--- src/hw/rtl/lcdst_pkg.sv ---
`timescale 1ns / 1ps

package lcdst_pkg;

	localparam int VISIBLE_CYCLES = 1008;
	localparam int HBLANK_CYCLES  = 224;
	localparam int VISIBLE_LINES  = 160;
	localparam int TOTAL_LINES    = 228;

	localparam int TICK_W = 7;
	localparam int ACC_W  = 11;
	localparam int LINE_W = 8;
	localparam int DATA_W = 8;

	// register indexes of the configuration port
	typedef enum logic [1:0] {
		CFG_VCOUNT_TARGET = 2'd0,
		CFG_HBLANK_IRQ_EN = 2'd1,
		CFG_VBLANK_IRQ_EN = 2'd2,
		CFG_VCOUNT_IRQ_EN = 2'd3
	} cfg_idx_t;

	typedef enum logic [3:0] {
		PH_VISIBLE  = 4'b0001,
		PH_HBLANK   = 4'b0010,
		PH_VBLANK   = 4'b0100,
		PH_VBHBLANK = 4'b1000
	} phase_t;

	typedef struct packed {
		logic [LINE_W-1:0] vcount_target;
		logic              hblank_irq_en;
		logic              vblank_irq_en;
		logic              vcount_irq_en;
	} cfg_t;

	typedef struct packed {
		phase_t            phase;
		logic [ACC_W-1:0]  acc;
		logic [LINE_W-1:0] line;
		logic              hblank_st;
		logic              vblank_st;
		logic              vcount_st;
		logic              hblank_dma;
		logic              vblank_dma;
	} state_t;

	typedef struct packed {
		logic [LINE_W-1:0] vcount;
		logic              hblank_flag;
		logic              vblank_flag;
		logic              vcount_match_flag;
		logic              irq_hblank;
		logic              irq_vblank;
		logic              irq_vcount;
		logic              hblank_dma_window;
		logic              vblank_dma_window;
		logic              render_line;
		logic              frame_start_vblank;
	} res_t;

endpackage

--- src/hw/rtl/lcdst_if.sv ---
`timescale 1ns / 1ps

interface lcdst_tick_if import lcdst_pkg::*; ();
	logic              valid;
	logic              ready;
	logic [TICK_W-1:0] elapsed_ticks;

	modport source (output valid, output elapsed_ticks, input ready);
	modport sink (input valid, input elapsed_ticks, output ready);
endinterface

interface lcdst_timing_if import lcdst_pkg::*; ();
	logic              valid;
	logic              ready;
	logic [LINE_W-1:0] vcount;
	logic              hblank_flag;
	logic              vblank_flag;
	logic              vcount_match_flag;
	logic              irq_hblank;
	logic              irq_vblank;
	logic              irq_vcount;
	logic              hblank_dma_window;
	logic              vblank_dma_window;
	logic              render_line;
	logic              frame_start_vblank;

	modport source (output valid, input ready, output vcount, output hblank_flag,
		output vblank_flag, output vcount_match_flag, output irq_hblank,
		output irq_vblank, output irq_vcount, output hblank_dma_window,
		output vblank_dma_window, output render_line, output frame_start_vblank);
	modport sink (input valid, output ready, input vcount, input hblank_flag,
		input vblank_flag, input vcount_match_flag, input irq_hblank,
		input irq_vblank, input irq_vcount, input hblank_dma_window,
		input vblank_dma_window, input render_line, input frame_start_vblank);
endinterface

interface lcdst_cfg_if import lcdst_pkg::*; ();
	logic              valid;
	logic              ready;
	cfg_idx_t          idx;
	logic [DATA_W-1:0] data;

	modport source (output valid, output idx, output data, input ready);
	modport sink (input valid, input idx, input data, output ready);
endinterface

--- src/hw/rtl/lcdst_cfg.sv ---
`timescale 1ns / 1ps

module lcdst_cfg import lcdst_pkg::*; (
	input  logic clk,
	input  logic arst_n,
	lcdst_cfg_if.sink cfg,
	output cfg_t regs
);

	cfg_t regs_q;

	assign cfg.ready = 1'b1;
	assign regs      = regs_q;

	always_ff @(posedge clk or negedge arst_n) begin
		if (!arst_n) begin
			regs_q <= '0;
		end else if (cfg.valid) begin
			unique case (cfg.idx)
				CFG_VCOUNT_TARGET: begin
					regs_q.vcount_target <= cfg.data[LINE_W-1:0];
				end
				CFG_HBLANK_IRQ_EN: begin
					regs_q.hblank_irq_en <= cfg.data[0];
				end
				CFG_VBLANK_IRQ_EN: begin
					regs_q.vblank_irq_en <= cfg.data[0];
				end
				CFG_VCOUNT_IRQ_EN: begin
					regs_q.vcount_irq_en <= cfg.data[0];
				end
				default: begin
					regs_q <= regs_q;
				end
			endcase
		end
	end

endmodule

--- src/hw/rtl/lcdst_step.sv ---
`timescale 1ns / 1ps

module lcdst_step import lcdst_pkg::*; (
	input  state_t            cur,
	input  cfg_t              regs,
	input  logic [TICK_W-1:0] ticks,
	output state_t            nxt,
	output res_t              res
);

	logic [ACC_W-1:0]  acc_sum;
	logic [LINE_W-1:0] line_inc;
	logic              match;
	logic              irq_h;
	logic              irq_v;
	logic              irq_c;
	logic              render;
	logic              frame;

	assign acc_sum  = cur.acc + ACC_W'(ticks);
	// next line with wrap at the bottom of the frame
	assign line_inc = (cur.line == LINE_W'(TOTAL_LINES - 1)) ? '0 : cur.line + LINE_W'(1);
	assign match    = (line_inc == regs.vcount_target);

	always_comb begin
		nxt     = cur;
		nxt.acc = acc_sum;
		irq_h   = 1'b0;
		irq_v   = 1'b0;
		irq_c   = 1'b0;
		render  = 1'b0;
		frame   = 1'b0;
		unique case (cur.phase)
			PH_VISIBLE: begin
				if (acc_sum >= ACC_W'(VISIBLE_CYCLES)) begin
					nxt.acc        = acc_sum - ACC_W'(VISIBLE_CYCLES);
					nxt.phase      = PH_HBLANK;
					nxt.hblank_st  = 1'b1;
					nxt.hblank_dma = 1'b1;
					irq_h          = regs.hblank_irq_en;
					render         = 1'b1;
				end
			end
			PH_HBLANK: begin
				if (acc_sum >= ACC_W'(HBLANK_CYCLES)) begin
					nxt.acc        = acc_sum - ACC_W'(HBLANK_CYCLES);
					nxt.line       = line_inc;
					nxt.vcount_st  = match;
					irq_c          = match & regs.vcount_irq_en;
					nxt.hblank_st  = 1'b0;
					nxt.hblank_dma = 1'b0;
					if (line_inc < LINE_W'(VISIBLE_LINES)) begin
						nxt.phase = PH_VISIBLE;
					end else begin
						nxt.phase      = PH_VBLANK;
						frame          = 1'b1;
						nxt.vblank_st  = 1'b1;
						nxt.vblank_dma = 1'b1;
						irq_v          = regs.vblank_irq_en;
					end
				end
			end
			PH_VBLANK: begin
				if (acc_sum >= ACC_W'(VISIBLE_CYCLES)) begin
					nxt.acc       = acc_sum - ACC_W'(VISIBLE_CYCLES);
					nxt.phase     = PH_VBHBLANK;
					nxt.hblank_st = 1'b1;
					irq_h         = regs.hblank_irq_en;
				end
			end
			PH_VBHBLANK: begin
				if (acc_sum >= ACC_W'(HBLANK_CYCLES)) begin
					nxt.acc        = acc_sum - ACC_W'(HBLANK_CYCLES);
					nxt.line       = line_inc;
					nxt.vcount_st  = match;
					irq_c          = match & regs.vcount_irq_en;
					nxt.hblank_st  = 1'b0;
					nxt.hblank_dma = 1'b0;
					if (line_inc == '0) begin
						nxt.phase      = PH_VISIBLE;
						nxt.vblank_st  = 1'b0;
						nxt.vblank_dma = 1'b0;
					end else begin
						nxt.phase = PH_VBLANK;
						// vblank flag drops one line early
						if (line_inc == LINE_W'(TOTAL_LINES - 1)) begin
							nxt.vblank_st = 1'b0;
						end
					end
				end
			end
			default: begin
				nxt = cur;
			end
		endcase
	end

	always_comb begin
		res.vcount             = nxt.line;
		res.hblank_flag        = nxt.hblank_st;
		res.vblank_flag        = nxt.vblank_st;
		res.vcount_match_flag  = nxt.vcount_st;
		res.irq_hblank         = irq_h;
		res.irq_vblank         = irq_v;
		res.irq_vcount         = irq_c;
		res.hblank_dma_window  = nxt.hblank_dma;
		res.vblank_dma_window  = nxt.vblank_dma;
		res.render_line        = render;
		res.frame_start_vblank = frame;
	end

endmodule

--- src/hw/rtl/lcd_scanline_timing_core.sv ---
`timescale 1ns / 1ps

// lcd scanline timing generator
// ticks channel: each beat carries elapsed_ticks, the cpu cycles since the last beat
// timing channel: one beat per ticks beat, in order, with the line number, status
//   flags, irq pulses, dma window levels and the render / frame-start pulses as
//   they stand after that beat's cycles are counted
// cfg channel: always ready; idx selects vcount target or one of the three irq
//   enables, data carries the value; write only while no ticks beat is in flight
// path: a ticks beat is held in the input register, then its step result in the result register
// throughput: one beat per cycle while the result register is not stalled; the accumulator,
//   line counter and phase loop back through one step unit
// stall: a full result register with timing.ready low holds its beat; the input
//   register still takes one more beat, then ticks.ready drops until the
//   result is taken
// reset: phase visible, accumulator, line, flags, dma levels and all config
//   registers cleared; both register stages empty

module lcd_scanline_timing_core import lcdst_pkg::*; (
	input  logic clk,
	input  logic arst_n,
	lcdst_tick_if.sink     ticks,
	lcdst_timing_if.source timing,
	lcdst_cfg_if.sink      cfg
);

	// input stage
	logic [TICK_W-1:0] ticks_s1;
	logic              valid_s1;

	// result stage
	res_t res_s2;
	logic valid_s2;

	// timing state
	state_t state_q;
	state_t state_nxt;
	res_t   res_nxt;
	cfg_t   regs;

	logic adv;

	lcdst_cfg u_cfg (
		.clk    (clk),
		.arst_n (arst_n),
		.cfg    (cfg),
		.regs   (regs)
	);

	lcdst_step u_step (
		.cur   (state_q),
		.regs  (regs),
		.ticks (ticks_s1),
		.nxt   (state_nxt),
		.res   (res_nxt)
	);

	// move the input stage on when the result register is free or draining
	assign adv         = valid_s1 & (~valid_s2 | timing.ready);
	assign ticks.ready = ~valid_s1 | adv;

	always_ff @(posedge clk or negedge arst_n) begin
		if (!arst_n) begin
			valid_s1 <= 1'b0;
		end else if (ticks.ready) begin
			valid_s1 <= ticks.valid;
		end
	end

	always_ff @(posedge clk) begin
		if (ticks.valid && ticks.ready) begin
			ticks_s1 <= ticks.elapsed_ticks;
		end
	end

	// state only moves when a beat goes into the result register
	always_ff @(posedge clk or negedge arst_n) begin
		if (!arst_n) begin
			state_q.phase      <= PH_VISIBLE;
			state_q.acc        <= '0;
			state_q.line       <= '0;
			state_q.hblank_st  <= 1'b0;
			state_q.vblank_st  <= 1'b0;
			state_q.vcount_st  <= 1'b0;
			state_q.hblank_dma <= 1'b0;
			state_q.vblank_dma <= 1'b0;
		end else if (adv) begin
			state_q <= state_nxt;
		end
	end

	always_ff @(posedge clk or negedge arst_n) begin
		if (!arst_n) begin
			valid_s2 <= 1'b0;
		end else if (adv) begin
			valid_s2 <= 1'b1;
		end else if (timing.ready) begin
			valid_s2 <= 1'b0;
		end
	end

	always_ff @(posedge clk) begin
		if (adv) begin
			res_s2 <= res_nxt;
		end
	end

	assign timing.valid              = valid_s2;
	assign timing.vcount             = res_s2.vcount;
	assign timing.hblank_flag        = res_s2.hblank_flag;
	assign timing.vblank_flag        = res_s2.vblank_flag;
	assign timing.vcount_match_flag  = res_s2.vcount_match_flag;
	assign timing.irq_hblank         = res_s2.irq_hblank;
	assign timing.irq_vblank         = res_s2.irq_vblank;
	assign timing.irq_vcount         = res_s2.irq_vcount;
	assign timing.hblank_dma_window  = res_s2.hblank_dma_window;
	assign timing.vblank_dma_window  = res_s2.vblank_dma_window;
	assign timing.render_line        = res_s2.render_line;
	assign timing.frame_start_vblank = res_s2.frame_start_vblank;

endmodule

--- src/flat_wrapper.sv ---
// flat-port wrapper written by rule: the top's interface ports become plain ports
module lcd_scanline_timing_core_flat import lcdst_pkg::*;
  (clk, arst_n, ticks_valid, ticks_elapsed_ticks, ticks_ready, timing_valid, timing_ready, timing_vcount, timing_hblank_flag, timing_vblank_flag, timing_vcount_match_flag, timing_irq_hblank, timing_irq_vblank, timing_irq_vcount, timing_hblank_dma_window, timing_vblank_dma_window, timing_render_line, timing_frame_start_vblank, cfg_valid, cfg_idx, cfg_data, cfg_ready);
  lcdst_tick_if ticks_i ();
  lcdst_timing_if timing_i ();
  lcdst_cfg_if cfg_i ();
  input  logic clk;
  input  logic arst_n;
  input wire logic [$bits(ticks_i.valid)-1:0] ticks_valid;
  input wire logic [$bits(ticks_i.elapsed_ticks)-1:0] ticks_elapsed_ticks;
  output wire logic [$bits(ticks_i.ready)-1:0] ticks_ready;
  output wire logic [$bits(timing_i.valid)-1:0] timing_valid;
  input wire logic [$bits(timing_i.ready)-1:0] timing_ready;
  output wire logic [$bits(timing_i.vcount)-1:0] timing_vcount;
  output wire logic [$bits(timing_i.hblank_flag)-1:0] timing_hblank_flag;
  output wire logic [$bits(timing_i.vblank_flag)-1:0] timing_vblank_flag;
  output wire logic [$bits(timing_i.vcount_match_flag)-1:0] timing_vcount_match_flag;
  output wire logic [$bits(timing_i.irq_hblank)-1:0] timing_irq_hblank;
  output wire logic [$bits(timing_i.irq_vblank)-1:0] timing_irq_vblank;
  output wire logic [$bits(timing_i.irq_vcount)-1:0] timing_irq_vcount;
  output wire logic [$bits(timing_i.hblank_dma_window)-1:0] timing_hblank_dma_window;
  output wire logic [$bits(timing_i.vblank_dma_window)-1:0] timing_vblank_dma_window;
  output wire logic [$bits(timing_i.render_line)-1:0] timing_render_line;
  output wire logic [$bits(timing_i.frame_start_vblank)-1:0] timing_frame_start_vblank;
  input wire logic [$bits(cfg_i.valid)-1:0] cfg_valid;
  input wire logic [$bits(cfg_i.idx)-1:0] cfg_idx;
  input wire logic [$bits(cfg_i.data)-1:0] cfg_data;
  output wire logic [$bits(cfg_i.ready)-1:0] cfg_ready;
  assign ticks_i.valid = ticks_valid;
  assign ticks_i.elapsed_ticks = ticks_elapsed_ticks;
  assign ticks_ready = ticks_i.ready;
  assign timing_valid = timing_i.valid;
  assign timing_i.ready = timing_ready;
  assign timing_vcount = timing_i.vcount;
  assign timing_hblank_flag = timing_i.hblank_flag;
  assign timing_vblank_flag = timing_i.vblank_flag;
  assign timing_vcount_match_flag = timing_i.vcount_match_flag;
  assign timing_irq_hblank = timing_i.irq_hblank;
  assign timing_irq_vblank = timing_i.irq_vblank;
  assign timing_irq_vcount = timing_i.irq_vcount;
  assign timing_hblank_dma_window = timing_i.hblank_dma_window;
  assign timing_vblank_dma_window = timing_i.vblank_dma_window;
  assign timing_render_line = timing_i.render_line;
  assign timing_frame_start_vblank = timing_i.frame_start_vblank;
  assign cfg_i.valid = cfg_valid;
  assign cfg_i.idx = cfg_idx;
  assign cfg_i.data = cfg_data;
  assign cfg_ready = cfg_i.ready;
  lcd_scanline_timing_core u_core (.clk(clk), .arst_n(arst_n), .ticks(ticks_i), .timing(timing_i), .cfg(cfg_i));
endmodule
--- config.mk ---
export PLATFORM = sky130hd
export DESIGN_NAME = lcd_scanline_timing_core_flat
export DESIGN_NICKNAME = d
export VERILOG_FILES = /design/src/hw/rtl/lcdst_pkg.sv /design/src/hw/rtl/lcdst_if.sv /design/src/hw/rtl/lcdst_cfg.sv /design/src/hw/rtl/lcdst_step.sv /design/src/hw/rtl/lcd_scanline_timing_core.sv /design/src/flat_wrapper.sv
export SDC_FILE = /design/constraint.sdc
export NUM_CORES = 1
export LEC_CHECK = 0
export BUFFER_PORTS_ARGS = -buffer_cell sky130_fd_sc_hd__buf_2
export CORE_ASPECT_RATIO = 0.9
export CORE_UTILIZATION = 49
export CTS_CLUSTER_SIZE = 20
export DETAILED_ROUTE_END_ITERATION = 10
export PLACE_DENSITY = 0.69
export SYNTH_ARGS = -nofsm -noshare
export SYNTH_HDL_FRONTEND = slang
export SYNTH_SLANG_ARGS = --single-unit
--- constraint.sdc ---
create_clock -name clk -period 4.3 [get_ports clk]
set_input_delay 0.86 -clock clk [delete_from_list [all_inputs] [get_ports clk]]
set_output_delay 0.86 -clock clk [all_outputs]
set_load 0.01 [all_outputs]
==> reports/summary.txt <==
Run status: finished, final reports clean
Core area: 0.00726 mm2
GR Util All Layers: 21.5%
Worst Path Arrival: 4060 ps
Hold path depth: 1
Synth Area in Adders: 4.52%
Gr ovfl total: 0
P per Cell Area: 334 mW/mm2
Main combinational cell family by area after synthesis: compound AO/OA/AOI/OAI gates
Synth top area share: 26.6%
Post-synth EDFFs: 25
Critical Path Sink Type: flip-flop
Post-synthesis compound-gate area fraction: 16.0%
Crit Path Max Fanout: 13
Worst setup SP type: flip-flop
Critical Path RT: 4540 ps
Nets: 422
Pin count of the biggest net entering global routing: 42
HPWL after DPL: 5510 um
Mux cell area share after synthesis: 7.60%
Worst min path class: flip-flop to flip-flop
ANT cells: 0
Clock sinks: 66
Final worst setup slack: 480 ps
Post-synth top cells: 40 x dfrtp_1, 28 x nand2_1, 27 x nor2_1, 25 x edfxtp_1, 21 x mux2_2
Worst rel slew slack: 16.3%
Final Wtd Congestion: 0.899
Peak supply drop: 330 uV
Clk slew on worst S/H paths: 80 ps
Reg2reg setup slack: 480 ps
Antenna violations before repair: 0
Worst r2r path cells: 12
Post-synthesis sequential area ratio: 47.2%
TritonCTS Buffers: 9
Slew at the pin with the worst max-slew slack: 1250 ps
Area of the multi-input gates: 0.00189 mm2
Setup Viol. Count Final: 0
RR Endpoint: u_core.state_q[11]
Syn Area/Cell: 10.9 um2
DRC Markers: 0
Top FF cell, synth: dfrtp_1
Setup CP Type: flip-flop to flip-flop
# port buffers: 41
FF+latch count, synth: 66
RR Startpoint: u_core.state_q[13]
Share of cells above drive strength 1: 23.7%
Max-cap violations: 0
Starting Density: 51.9%
Finished Cell Area: 0.00425 mm2
CTS Hold Buffers Added: 0
Setup_tns: 0 ps
Synth area leaders: dfrtp_1 27%, edfxtp_1 20%, mux2_2 6.3%
Routed wire length: 7850 um
Async S/R FF share, synth: 62.1%
Drt first pass iters: 5
Slowest cell on crit path: fa_1
Final Core Density: 58.6%
Postcts setup bufs: 0
Synth warn: 0
Final Skew: 11.4 ps
Die width: 94.4 um
Die ar.: 0.00805 mm2
CP startpoint: u_core.state_q[13]
Via-to-Cell Ratio: 5.88
Post-route ant nets: 0
Critical Path Max Stage Delay: 430 ps
Final hold violations: 0
Post-CTS sizing: 0
Placed insts: 469
FMAX: 262 MHz
Iter 0 DRT Violations: 240
Syn_nets: 382
Finished Layout Cells: 485
Most common cell on crit path: ha_1
Number of global-route vias before repair: 2637
Synth Area in XOR/XNOR: 7.17%
First-pass GRT wire length: 13000 um
Worst slack, placed: 528 ps
Top-count cell post-synth: dfrtp_1
Register Area: 0.00178 mm2
Cell Area, Synth: 0.00377 mm2
Mapped Cells: 347
I/O Pins: 43
Vias: 2851
CTS tree: built
Dominant cell type by area after synthesis: dfrtp_1
Unrepaired setup endpoints after global routing: no
Root Buffer: clkbuf_8
Wirelength per Cell: 16.2 um
Worst-Skew Late Latency: 350 ps
Synth Area in Simple Gates: 14.8%
Worst hold endpoint: u_core.timing.valid
Synth unique cells: 70
Placed inst area: 0.00403 mm2
Synthesis-to-layout area growth: 12.9%
H-tree levels: 3
Hold Crit Start: u_core.valid_s1
Clock buffer depth: 2
Max-slew violation count: 0
Final Cycle Share: 88.8%
Fillers: 619
Leakage: 0.00184 uW
Critical Path, Cell by Cell: ha_1, fa_1, a211oi_1, o21ai_0, xor2_1, buf_4, ha_1, a31o_2, a221o_1, and2_4, mux2_4, mux2_2
Site Rows: 29
Die height: 85.2 um
Final worst path period need: 3820 ps
-- worst max path at each step --
stage,end
floorplan,u_core.state_q[10]
global placement,u_core.state_q[10]
detailed placement,u_core.state_q[11]
CTS,u_core.state_q[11]
global route,u_core.state_q[11]
finish,u_core.state_q[11]
-- area by class of cell --
type / instances / share of cell area, %
timing repair buffer: 43 / 5.18
clock inverter: 5 / 1.38
sequential: 66 / 41.8
tap: 93 / 2.74
inverter: 7 / 0.618
multi-input combinational: 260 / 44.5
clock buffer: 11 / 3.82
-- cells in the final DEF (no fill, tap or decap), drive strengths merged, types with 4 or more instances in the layout --
cell    Yosys  final
a21o        6      6
a21oi      12     12
a31oi       7      7
and2        7      7
buf         5     43
clkbuf      9     11
dfrtp      40     40
edfxtp     25     25
ha         12     12
inv         7      8
mux2       23     23
nand2      28     28
nand2b      6      6
nand3      11     11
nand4       6      6
nor2       27     27
o21ai      17     17
or3         4      4
xnor2      19     19
xor2       11     11
-- through the flow --
stage,total power [uW],hold WS (ps)
3_5_place_dp,863,485
6_report,1420,510
5_1_grt,1490,520
3_3_place_gp,861,485
4_1_cts,1440,509
2_1_floorplan,811,456
-- registers in the layout, indices dropped and copies added (netlist names) --
signal	flops
u_core.timing.irq_vblank	1
u_core.u_cfg.regs	11
u_core.ticks_s1	7
u_core.timing.irq_vcount	1
u_core.state_q	28
u_core.timing.hblank_dma_window	1
u_core.timing.valid	1
u_core.timing.hblank_flag	1
u_core.timing.vcount	8
u_core.timing.vblank_dma_window	1
u_core.timing.irq_hblank	1
u_core.timing.vcount_match_flag	1
u_core.valid_s1	1
u_core.timing.render_line	1
u_core.timing.frame_start_vblank	1
u_core.timing.vblank_flag	1
-- routing by layer --
metal | wire, um | vias to the layer above | GRT usage (%)
li1 | - | 1375 | -
met1 | 3850 | 1376 | 31.8
met2 | 3390 | 92 | 30.5
met3 | 509 | 8 | 5.82
met4 | 102 | 0 | 6.71
met5 | 0 | - | 0
-- cells by family (layout without fill, tap and decap cells) --
logic type      after synthesis  count (layout)
fa+ha+maj                    13              13
simple gates                109             109
xor+xnor                     30              30
mux                          25              25
flops                        66              66
other cells                   1               1
buf+inv                      21              66
compound gates               82              82
-- critical path, delay by kind of cell (launching register included) --
family	cells	cell delay, ps
xor+xnor	1	180
simple gates	1	280
buf+inv	1	180
mux	2	580
compound gates	4	1200
fa+ha+maj	3	930
flops	1	380
-- report_power, final --
group	switching [uW]	leakage, uW	internal [uW]
clock network	253	0.000107	320
logic	71.2	0.000966	60.0
registers	24.1	0.000765	695
total	349	0.00184	1070
Power figures use the tool's default switching activity.
